[src/rtl/nms_pkg.sv]
// Shared types and constants for the nearest measurement search block.
// Used by nms_dist_unit and nearest_measurement_search; no dependencies.
package nms_pkg;

    localparam int ELEV_W  = 16;
    localparam int AZIM_W  = 18;
    localparam int DIST_W  = 16;
    localparam int SUM_W   = 19;
    localparam int DELTA_W = 18;
    localparam int SLOT_W  = 10;
    localparam int CNT_REG_W = 11;
    localparam int APB_AW  = 3;
    localparam int APB_DW  = 32;

    localparam logic [DELTA_W-1:0] DELTA_LIMIT = 18'd256000;

    localparam logic KIND_LOAD  = 1'b0;
    localparam logic KIND_QUERY = 1'b1;

    localparam logic REG_ENTRY_COUNT = 1'b0;

    typedef struct packed {
        logic signed [ELEV_W-1:0] elev;
        logic signed [AZIM_W-1:0] azim;
        logic        [DIST_W-1:0] distance;
    } t_pos;

    typedef enum logic [1:0] {
        ST_IDLE,
        ST_SCAN,
        ST_DRAIN,
        ST_OUT
    } t_state;

endpackage

[src/rtl/nms_dist_unit.sv]
// Two-stage L1 distance unit: absolute coordinate differences, then their sum.
// Depends on nms_pkg for the position type and widths.
module nms_dist_unit #(
    parameter int IDX_W = 11
) (
    input  logic                       i_clk,
    input  logic                       i_rst_n,
    input  logic                       i_vld,
    input  logic [IDX_W-1:0]           i_idx,
    input  nms_pkg::t_pos              i_entry,
    input  nms_pkg::t_pos              i_query,
    output logic                       o_vld,
    output logic [IDX_W-1:0]           o_idx,
    output logic [nms_pkg::SUM_W-1:0]  o_sum,
    output logic                       o_busy
);
    import nms_pkg::*;

    logic signed [ELEV_W:0] de;
    logic signed [AZIM_W:0] da;
    logic signed [DIST_W:0] dd;
    logic [ELEV_W-1:0] ae;
    logic [AZIM_W-1:0] aa;
    logic [DIST_W-1:0] ad;

    logic              r_s1_vld;
    logic [IDX_W-1:0]  r_s1_idx;
    logic [ELEV_W-1:0] r_ae;
    logic [AZIM_W-1:0] r_aa;
    logic [DIST_W-1:0] r_ad;

    logic              r_s2_vld;
    logic [IDX_W-1:0]  r_s2_idx;
    logic [SUM_W-1:0]  r_sum;

    always_comb begin
        de = {i_entry.elev[ELEV_W-1], i_entry.elev} - {i_query.elev[ELEV_W-1], i_query.elev};
        da = {i_entry.azim[AZIM_W-1], i_entry.azim} - {i_query.azim[AZIM_W-1], i_query.azim};
        dd = $signed({1'b0, i_entry.distance}) - $signed({1'b0, i_query.distance});
        ae = de[ELEV_W] ? ELEV_W'(-de) : de[ELEV_W-1:0];
        aa = da[AZIM_W] ? AZIM_W'(-da) : da[AZIM_W-1:0];
        ad = dd[DIST_W] ? DIST_W'(-dd) : dd[DIST_W-1:0];
    end

    always_ff @(posedge i_clk) begin
        if (!i_rst_n) begin
            r_s1_vld <= 1'b0;
            r_s2_vld <= 1'b0;
        end else begin
            r_s1_vld <= i_vld;
            r_s2_vld <= r_s1_vld;
        end
    end

    always_ff @(posedge i_clk) begin
        r_s1_idx <= i_idx;
        r_ae     <= ae;
        r_aa     <= aa;
        r_ad     <= ad;
        r_s2_idx <= r_s1_idx;
        r_sum    <= SUM_W'(r_ae) + SUM_W'(r_aa) + SUM_W'(r_ad);
    end

    assign o_vld  = r_s2_vld;
    assign o_idx  = r_s2_idx;
    assign o_sum  = r_sum;
    assign o_busy = r_s1_vld | r_s2_vld;

endmodule

[config.mk]
export PLATFORM = sky130hd
export DESIGN_NAME = nms_dist_unit
export DESIGN_NICKNAME = d
export VERILOG_FILES = /design/src/rtl/nms_pkg.sv /design/src/rtl/nms_dist_unit.sv
export SDC_FILE = /design/constraint.sdc
export NUM_CORES = 1
export LEC_CHECK = 0
export BUFFER_PORTS_ARGS = -buffer_cell sky130_fd_sc_hd__buf_2
export CAP_MARGIN = 20
export CORE_MARGIN = 2
export CORE_UTILIZATION = 40
export DETAILED_ROUTE_END_ITERATION = 10
export GPL_TIMING_DRIVEN = 0
export PLACE_DENSITY = 0.65
export SYNTH_ARGS = -nofsm -noshare
export SYNTH_HDL_FRONTEND = slang
export SYNTH_SLANG_ARGS = --single-unit
[constraint.sdc]
create_clock -name i_clk -period 4.93 [get_ports i_clk]
set_clock_uncertainty 0.2 [all_clocks]
set_input_delay 0.2465 -clock i_clk [delete_from_list [all_inputs] [get_ports i_clk]]
set_output_delay 0.2465 -clock i_clk [all_outputs]
set_load 0.05 [all_outputs]
==> insert_results.sql, run 1 <==
INSERT INTO impl_metrics (metric_group, metric, value, unit) VALUES
('job', 'drv.max_cap_violation_count', '0', ''),
('grt', 'antenna_found_initial', '2', ''),
('critical_path', 'crit_type', 'reg2reg', ''),
('timing', 'unrepaired_setup_endpoints_after_global_routing', 'no', ''),
('floorplanning', 'initial_utilization', '40.9', '%'),
('synthesis', 'synth.yosys.warnings', '0', ''),
('floorplanning', 'std_cell_rows', '46', ''),
('clock_tree', 'postCtsHoldBufs', '14', ''),
('drt', 'drtPass1Iterations', '5', ''),
('synthesis', 'count_of_flip_flops_with_a_built_in_enable_after_synthesis', '0', ''),
('grt', 'grt.total_usage', '15.5', '%'),
('timing', 'worst_max_slew_margin_expressed_relative_to_the_limit', '52.0', '%'),
('critical_path', 'startpoint_type', 'register', ''),
('timing', 'fin_crit_sh', '79.0', '%'),
('power', 'power_leakage', '0.00376', 'uW'),
('critical_path', 'cp_data_arrival_time', '3.96', 'ns'),
('synthesis', 'synth-async-reset-ratio', '0', '%'),
('clock_tree', 'cts_buffers', '9', ''),
('floorplanning', 'floorplan.die.width', '131', 'um'),
('timing', 'maxClockFrequency', '257', 'MHz'),
('clock_tree', 'path_clk_slew', '0.06', 'ns'),
('drt', 'drc_viols', '0', ''),
('drt', 'drtAntennaViolNets', '0', ''),
('clock_tree', 'htree_num_levels', '3', ''),
('placement', 'dp_hpwl', '11200', 'um'),
('power', 'power.ir.vdd_worst', '281', 'uV'),
('timing', 'final_max_slew_viol_count', '0', ''),
('grt', 'via_count_of_the_first_global_routing_pass', '5202', ''),
('clock_tree', 'cts_root_buffer', 'sky130_fd_sc_hd__clkbuf_16', ''),
('clock_tree', 'cts.repair_timing.setup_buffer_count', '0', ''),
('timing', 'final-setup-viol-count', '0', ''),
('final_layout', 'layout-drive-gt1-share', '20.1', '%'),
('synthesis', 'yosys_register_bits', '93', ''),
('drt', 'route.vias.total', '5416', ''),
('synthesis', 'synthesis.nets', '947', ''),
('power', 'totalPowerFinal', '4290', 'uW'),
('timing', 'report.final.hold_viol_count', '0', ''),
('clock_tree', 'tritoncts', 'done', ''),
('floorplanning', 'die-height', '131', 'um'),
('hold_path', 'type_of_the_most_critical_hold_path', 'in2reg', ''),
('critical_path', 'setup.worst_path.end_class', 'register', ''),
('drt', 'detailedRoute.firstIterationViolations', '198', ''),
('final_layout', 'num-nets-final', '1117', ''),
('grt', 'grt_pass1_wl', '22800', 'um'),
('drt', 'post_drt_via_cell_ratio', '4.77', ''),
('drt', 'routed_wirelength', '13400', 'um'),
('final_layout', 'final_util', '50.1', '%'),
('final_layout', 'layout.filler_cells', '1581', ''),
('power', 'power.density_cell_area', '539', 'nW/um2'),
('placement', 'gp_congestion', '0.859', ''),
('outcome', 'result_of_the_run', 'finished, final reports clean', ''),
('synthesis', 'synth_area', '6490', 'um2'),
('timing', 'post-route-worst-setup-slack', '1.03', 'ns'),
('placement', 'placement.setup.worst_slack', '0.908', 'ns'),
('timing', 'min_period', '3.90', 'ns'),
('synthesis', 'sequential_element_share_of_the_synthesized_area', '28.7', '%'),
('clock_tree', 'post_cts.resized_instances', '0', ''),
('clock_tree', 'cts_buffer_depth', '2', ''),
('final_layout', 'syn_to_final_growth', '22.4', '%'),
('critical_path', 'critical_path_required', '4.99', 'ns'),
('critical_path', 'critical_path.max_fanout', '3', ''),
('timing', 'fin_setup_tns', '0', 'ns'),
('clock_tree', 'cts_sinks', '93', ''),
('final_layout', 'antennaDiodeCount', '0', ''),
('synthesis', 'predominant_post_synthesis_flop_cell', 'sky130_fd_sc_hd__dfxtp_1', ''),
('floorplanning', 'die_area', '17300', 'um2'),
('timing', 'tightestPinTransition', '0.720', 'ns'),
('synthesis', 'yosys.cell_types.count', '67', ''),
('grt', 'grt_start_max_net_pins', '17', ''),
('synthesis', 'syn-instance-count', '744', ''),
('drt', 'drt-wirelength-per-cell', '11.8', 'um'),
('synthesis', 'syn-mean-instance-area', '8.73', 'um2'),
('clock_tree', 'clock_latency', '0.33', 'ns'),
('floorplanning', 'placeableCoreArea', '15900', 'um2'),
('placement', 'place.port_buffers', '145', ''),
('grt', 'gr-total-overflow', '0', ''),
('floorplanning', 'ioPinCount', '146', '');
==> final cells by class <==
class | count | area, um2 | share of cell area, %
Buffer | 10 | 47.5 | 0.598
Clock buffer | 11 | 253 | 3.18
Clock inverter | 5 | 67.6 | 0.850
Inverter | 85 | 319 | 4.01
Multi-Input combinational cell | 556 | 4270 | 53.7
Sequential cell | 93 | 1860 | 23.4
Tap cell | 216 | 270 | 3.40
Timing Repair Buffer | 159 | 866 | 10.9
==> metrics by stage <==
| stage | hold slack [ns] | instance area, um2 | instances |
|---|---|---|---|
| final | 0.0539 | 7950 | 1135 |
| after global routing | 0.0613 | 7950 | 1135 |
| after CTS | 0.0492 | 7950 | 1135 |
| after detailed placement | 0.112 | 7490 | 1105 |
| after global placement | 0.110 | 7490 | 1105 |
| after floorplan | 0.0742 | 6490 | 744 |
==> flip-flops by register name, indices dropped and copies added (netlist names) <==
name,flops
o_idx,11
o_sum,19
o_vld,1
r_aa,18
r_ad,16
r_ae,16
r_s1_idx,11
r_s1_vld,1
==> final timing paths <==
path	end	slack, ns	depth (start not counted)	from
setup reg to reg	o_sum[17]$_DFF_P_	1.03	13	r_aa[1]$_DFF_P_
hold reg to reg	o_idx[2]$_DFF_P_	0.13	0	r_s1_idx[2]$_DFF_P_
setup / recovery	o_sum[17]$_DFF_P_	1.03	13	r_aa[1]$_DFF_P_
hold / removal	r_ae[0]$_DFF_P_	0.05	3	i_query[34]
==> layout by cell type, fill, tap and decap left out, types with 30 or more instances in the layout <==
cell type                 count
sky130_fd_sc_hd__o21ai_0     33
sky130_fd_sc_hd__ha_1        69
sky130_fd_sc_hd__xor2_1      30
sky130_fd_sc_hd__nand2_1     34
sky130_fd_sc_hd__inv_1       85
sky130_fd_sc_hd__nor2_1      57
sky130_fd_sc_hd__xnor2_1     64
sky130_fd_sc_hd__a21oi_1     53
sky130_fd_sc_hd__dfxtp_1     93
sky130_fd_sc_hd__buf_2      147
==> per-layer routing <==
| metal | track usage (%) | share of wire (%) |
|---|---|---|
| met1 | 21.2 | 50 |
| met2 | 25.2 | 43 |
| met3 | 3.36 | 5.5 |
| met4 | 3.62 | 1.5 |
| met5 | 0 | 0.089 |
==> synthesized netlist by cell type, types with 3 or more instances <==
cell type                   instances  area share, %
sky130_fd_sc_hd__a211oi_1           4           0.46
sky130_fd_sc_hd__a21o_1            12            1.4
sky130_fd_sc_hd__a21oi_1           53            4.1
sky130_fd_sc_hd__a31oi_1            8           0.77
sky130_fd_sc_hd__and2_1             5           0.48
sky130_fd_sc_hd__and3_1             3           0.29
sky130_fd_sc_hd__clkbuf_1           7           0.40
sky130_fd_sc_hd__dfxtp_1           93             29
sky130_fd_sc_hd__fa_1              20            6.2
sky130_fd_sc_hd__ha_1              69             13
sky130_fd_sc_hd__inv_1             85            4.9
sky130_fd_sc_hd__nand2_1           34            2.0
sky130_fd_sc_hd__nand2b_1           4           0.39
sky130_fd_sc_hd__nand3_1           21            1.6
sky130_fd_sc_hd__nor2_1            57            3.3
sky130_fd_sc_hd__nor2b_1           12            1.2
sky130_fd_sc_hd__nor3_1            21            1.6
sky130_fd_sc_hd__o2111ai_1          4           0.54
sky130_fd_sc_hd__o211ai_1           3           0.35
sky130_fd_sc_hd__o21a_1            10            1.2
sky130_fd_sc_hd__o21ai_0           33            2.5
sky130_fd_sc_hd__o21bai_1           7           0.81
sky130_fd_sc_hd__o31a_1             4           0.54
sky130_fd_sc_hd__o31ai_1           14            1.6
sky130_fd_sc_hd__or2_2              6           0.58
sky130_fd_sc_hd__or3_1              8           0.77
sky130_fd_sc_hd__xnor2_1           64            8.6
sky130_fd_sc_hd__xor2_1            30            4.0
==> power breakdown <==
part           switching [uW]  leakage, uW  total, uW  internal [uW]
Sequential                118     0.000784       1140           1020
Clock                     279     0.000158        706            426
Combinational            1430      0.00282       2440           1010
==> cells by family after synthesis <==
| logic type | Yosys count | share of synthesized area [%] |
|---|---|---|
| AOI/OAI and AO/OA | 177 | 18.1 |
| xor gates and xnor gates | 94 | 12.7 |
| adders and majority gates | 89 | 19.5 |
| buffers and inverters | 95 | 5.64 |
| DFF | 93 | 28.7 |
| muxes | 1 | 0.154 |
| and+or+nand+nor | 195 | 15.3 |
==> critical path, stage by stage, from the launching register on <==
cell	delay, ns
sky130_fd_sc_hd__dfxtp_1	0.37
sky130_fd_sc_hd__fa_1	0.43
sky130_fd_sc_hd__ha_1	0.24
sky130_fd_sc_hd__fa_1	0.40
sky130_fd_sc_hd__a21o_1	0.19
sky130_fd_sc_hd__a21oi_1	0.21
sky130_fd_sc_hd__nor2b_1	0.07
sky130_fd_sc_hd__o21a_1	0.18
sky130_fd_sc_hd__nor3_1	0.23
sky130_fd_sc_hd__o31ai_1	0.15
sky130_fd_sc_hd__o41ai_1	0.59
sky130_fd_sc_hd__o2111ai_1	0.21
sky130_fd_sc_hd__a21oi_1	0.21
sky130_fd_sc_hd__xnor2_1	0.13
Power figures use the tool's default switching activity.
==> run 2: changes to the inputs <==
Clock period 4.93 ns to 3.6 ns, I/O delays scaled along.
==> insert_results.sql, run 2 (synthesized netlist as in run 1, its figures left out) <==
INSERT INTO impl_metrics (metric_group, metric, value, unit) VALUES
('final_layout', 'antennaDiodeCount', '0', ''),
('grt', 'grt_pass1_wl', '22900', 'um'),
('power', 'swShare', '42.5', '%'),
('job', 'drv.max_cap_violation_count', '0', ''),
('outcome', 'result_of_the_run', 'finished, final reports clean', ''),
('final_layout', 'layout-drive-gt1-share', '22.2', '%'),
('power', 'p_sw', '2600', 'uW'),
('critical_path', 'ff2ff_path_depth', '14', ''),
('placement', 'dp_hpwl', '11200', 'um'),
('grt', 'gr-total-overflow', '0', ''),
('drt', 'drt-wirelength-per-cell', '11.9', 'um'),
('floorplanning', 'die-height', '131', 'um'),
('clock_tree', 'cts_buffer_depth', '2', ''),
('grt', 'antenna_found_initial', '2', ''),
('final_layout', 'num-nets-final', '1123', ''),
('drt', 'post_drt_via_cell_ratio', '4.79', ''),
('clock_tree', 'clock_latency', '0.33', 'ns'),
('final_layout', 'final_util', '50.8', '%'),
('power', 'comb_power_share', '58.6', '%'),
('critical_path', 'cell_breakdown_of_the_critical_path', 'fa_1, ha_2, fa_2, a21o_1, a21oi_2, nor2b_1, o21a_1, nor3_2, o31ai_2, o41ai_2, buf_4, o2111ai_1, a21oi_1, xnor2_1', ''),
('critical_path', 'critical_path.max_fanout', '3', ''),
('clock_tree', 'tritoncts', 'done', ''),
('placement', 'gp_congestion', '0.859', ''),
('final_layout', 'multiInputGateArea', '4330', 'um2'),
('timing', 'worst_max_slew_margin_expressed_relative_to_the_limit', '51.7', '%'),
('placement', 'placed_instances', '1105', ''),
('timing', 'fin_crit_sh', '94.9', '%'),
('floorplanning', 'std_cell_rows', '46', ''),
('final_layout', 'final-instance-count-excl-fill', '1141', ''),
('floorplanning', 'ioPinCount', '146', ''),
('clock_tree', 'htree_num_levels', '3', ''),
('clock_tree', 'cts_root_buffer', 'sky130_fd_sc_hd__clkbuf_16', ''),
('timing', 'final_max_slew_viol_count', '0', ''),
('timing', 'maxClockFrequency', '293', 'MHz'),
('floorplanning', 'floorplan.die.width', '131', 'um'),
('grt', 'grt.total_usage', '15.6', '%'),
('drt', 'route.vias.total', '5467', ''),
('critical_path', 'crit_type', 'reg2reg', ''),
('clock_tree', 'path_clk_slew', '0.06', 'ns'),
('floorplanning', 'die_area', '17300', 'um2'),
('power', 'p_int', '3520', 'uW'),
('final_layout', 'largest_reg_flops', '19', ''),
('hold_path', 'min_path_cells', '3', ''),
('drt', 'detailedRoute.firstIterationViolations', '207', ''),
('power', 'power_frac_clock', '15.8', '%'),
('floorplanning', 'placeableCoreArea', '15900', 'um2'),
('timing', 'min_period', '3.42', 'ns'),
('grt', 'grt_start_max_net_pins', '17', ''),
('drt', 'drc_viols', '0', ''),
('drt', 'drtAntennaViolNets', '0', ''),
('power', 'power.density_cell_area', '758', 'nW/um2'),
('critical_path', 'critical_path.slowest_cell', 'sky130_fd_sc_hd__fa_1', ''),
('hold_path', 'type_of_the_most_critical_hold_path', 'in2reg', ''),
('critical_path', 'startpoint_type', 'register', ''),
('critical_path', 'cp_data_arrival_time', '3.48', 'ns'),
('grt', 'via_count_of_the_first_global_routing_pass', '5256', ''),
('clock_tree', 'cts_sinks', '93', ''),
('timing', 'final-setup-viol-count', '0', ''),
('critical_path', 'critical_path_required', '3.66', 'ns'),
('timing', 'report.final.hold_viol_count', '0', ''),
('power', 'power_leakage', '0.00380', 'uW'),
('critical_path', 'setup.worst_path.end_class', 'register', ''),
('clock_tree', 'cts_buffers', '9', ''),
('drt', 'drtPass1Iterations', '5', ''),
('power', 'power.ir.vdd_worst', '398', 'uV'),
('floorplanning', 'initial_utilization', '40.9', '%'),
('critical_path', 'maximum_cell_stage_delay_along_the_critical_path', '0.48', 'ns'),
('final_layout', 'syn_to_final_growth', '24.2', '%'),
('drt', 'routed_wirelength', '13600', 'um'),
('power', 'power.share.sequential', '25.6', '%'),
('placement', 'place.port_buffers', '145', ''),
('timing', 'unrepaired_setup_endpoints_after_global_routing', 'no', ''),
('final_layout', 'layout.filler_cells', '1564', ''),
('timing', 'fin_setup_tns', '0', 'ns'),
('final_layout', 'seq_area', '1860', 'um2'),
('final_layout', 'layout.cells.most_common', 'sky130_fd_sc_hd__buf_2', ''),
('timing', 'tightestPinTransition', '0.721', 'ns'),
('final_layout', 'layout.cells.most_common_list', 'sky130_fd_sc_hd__buf_2, sky130_fd_sc_hd__dfxtp_1, sky130_fd_sc_hd__inv_1, sky130_fd_sc_hd__ha_1, sky130_fd_sc_hd__xnor2_1', '');
==> run 2: cell count changes in the layout (fill, tap and decap cells not counted), sizes merged <==
cell,before,now
dlygate4sd3,14,16
buf,148,152
==> run 2: repair_timing <==
| item | 4_1_cts | 5_1_grt |
|---|---|---|
| gates resized for setup | 3 | 14 |
| endpoints found under the hold margin | 15 | 0 |
| hold buffers | 16 | 0 |
| cloned | 0 | 0 |
| endpoints found under the setup margin | 3 | 7 |
| buffers inserted | 2 | 2 |
| pin swaps | 1 | 6 |
==> run 2: final timing paths <==
path	start	to	slack, ns
worst min register to register	r_s1_idx[2]$_DFF_P_	o_idx[2]$_DFF_P_	0.13
worst min-delay path	i_query[0]	r_ad[0]$_DFF_P_	0.03
worst max-delay path	r_ae[1]$_DFF_P_	o_sum[17]$_DFF_P_	0.18
worst max register to register	r_ae[1]$_DFF_P_	o_sum[17]$_DFF_P_	0.18
==> run 2: per-layer routing <==
metal | share of wire, % | up-vias | track usage [%]
met5 | 0.088 | - | 0
met4 | 1.5 | 2 | 3.56
met2 | 43 | 139 | 25.5
li1 | - | 2920 | -
met1 | 50 | 2388 | 21.2
met3 | 5.2 | 18 | 3.40
==> run 2: area by class of cell <==
cell class,count,area share (%)
multi-input cells,556,53.7
flip-flops and latches,93,23.1
repair buffers,165,11.4
inverters,85,3.95
well taps,216,3.35
clock buffers,11,3.13
clock inverters,5,0.837
plain buffers,10,0.589
==> run 2: through the flow <==
| step | hold WS [ns] | worst slack, ns | instance area, um2 | power, uW |
|---|---|---|---|---|
| after floorplan | 0.00772 | 0.118 | 6490 | 4210 |
| after global placement | 0.0826 | -0.346 | 7490 | 4860 |
| final | 0.0309 | 0.183 | 8070 | 6120 |
| after global routing | 0.0800 | 0.0334 | 8070 | 6640 |
| after detailed placement | 0.0839 | -0.356 | 7490 | 4900 |
| after CTS | 0.0205 | 0.00127 | 8000 | 6020 |
==> run 2: worst max-delay path, delay by kind of cell, from the launching register on <==
| family | cells | cell delay (ns) |
|---|---|---|
| AO/OA/AOI/OAI | 7 | 1.20 |
| XOR/XNOR | 1 | 0.13 |
| adder cells (fa/ha/maj) | 3 | 1.04 |
| buffers and inverters | 1 | 0.18 |
| flip-flops | 1 | 0.32 |
| AND/OR/NAND/NOR | 2 | 0.29 |
==> run 2: power by group through the flow <==
| stage | logic (uW) | clock network (uW) | registers (uW) |
|---|---|---|---|
| after floorplan | 2270 | 0 | 1940 |
| after global placement | 3280 | 0 | 1580 |
| after detailed placement | 3310 | 0 | 1590 |
| after CTS | 3460 | 985 | 1570 |
| after global routing | 4000 | 1030 | 1600 |
| final | 3590 | 966 | 1570 |
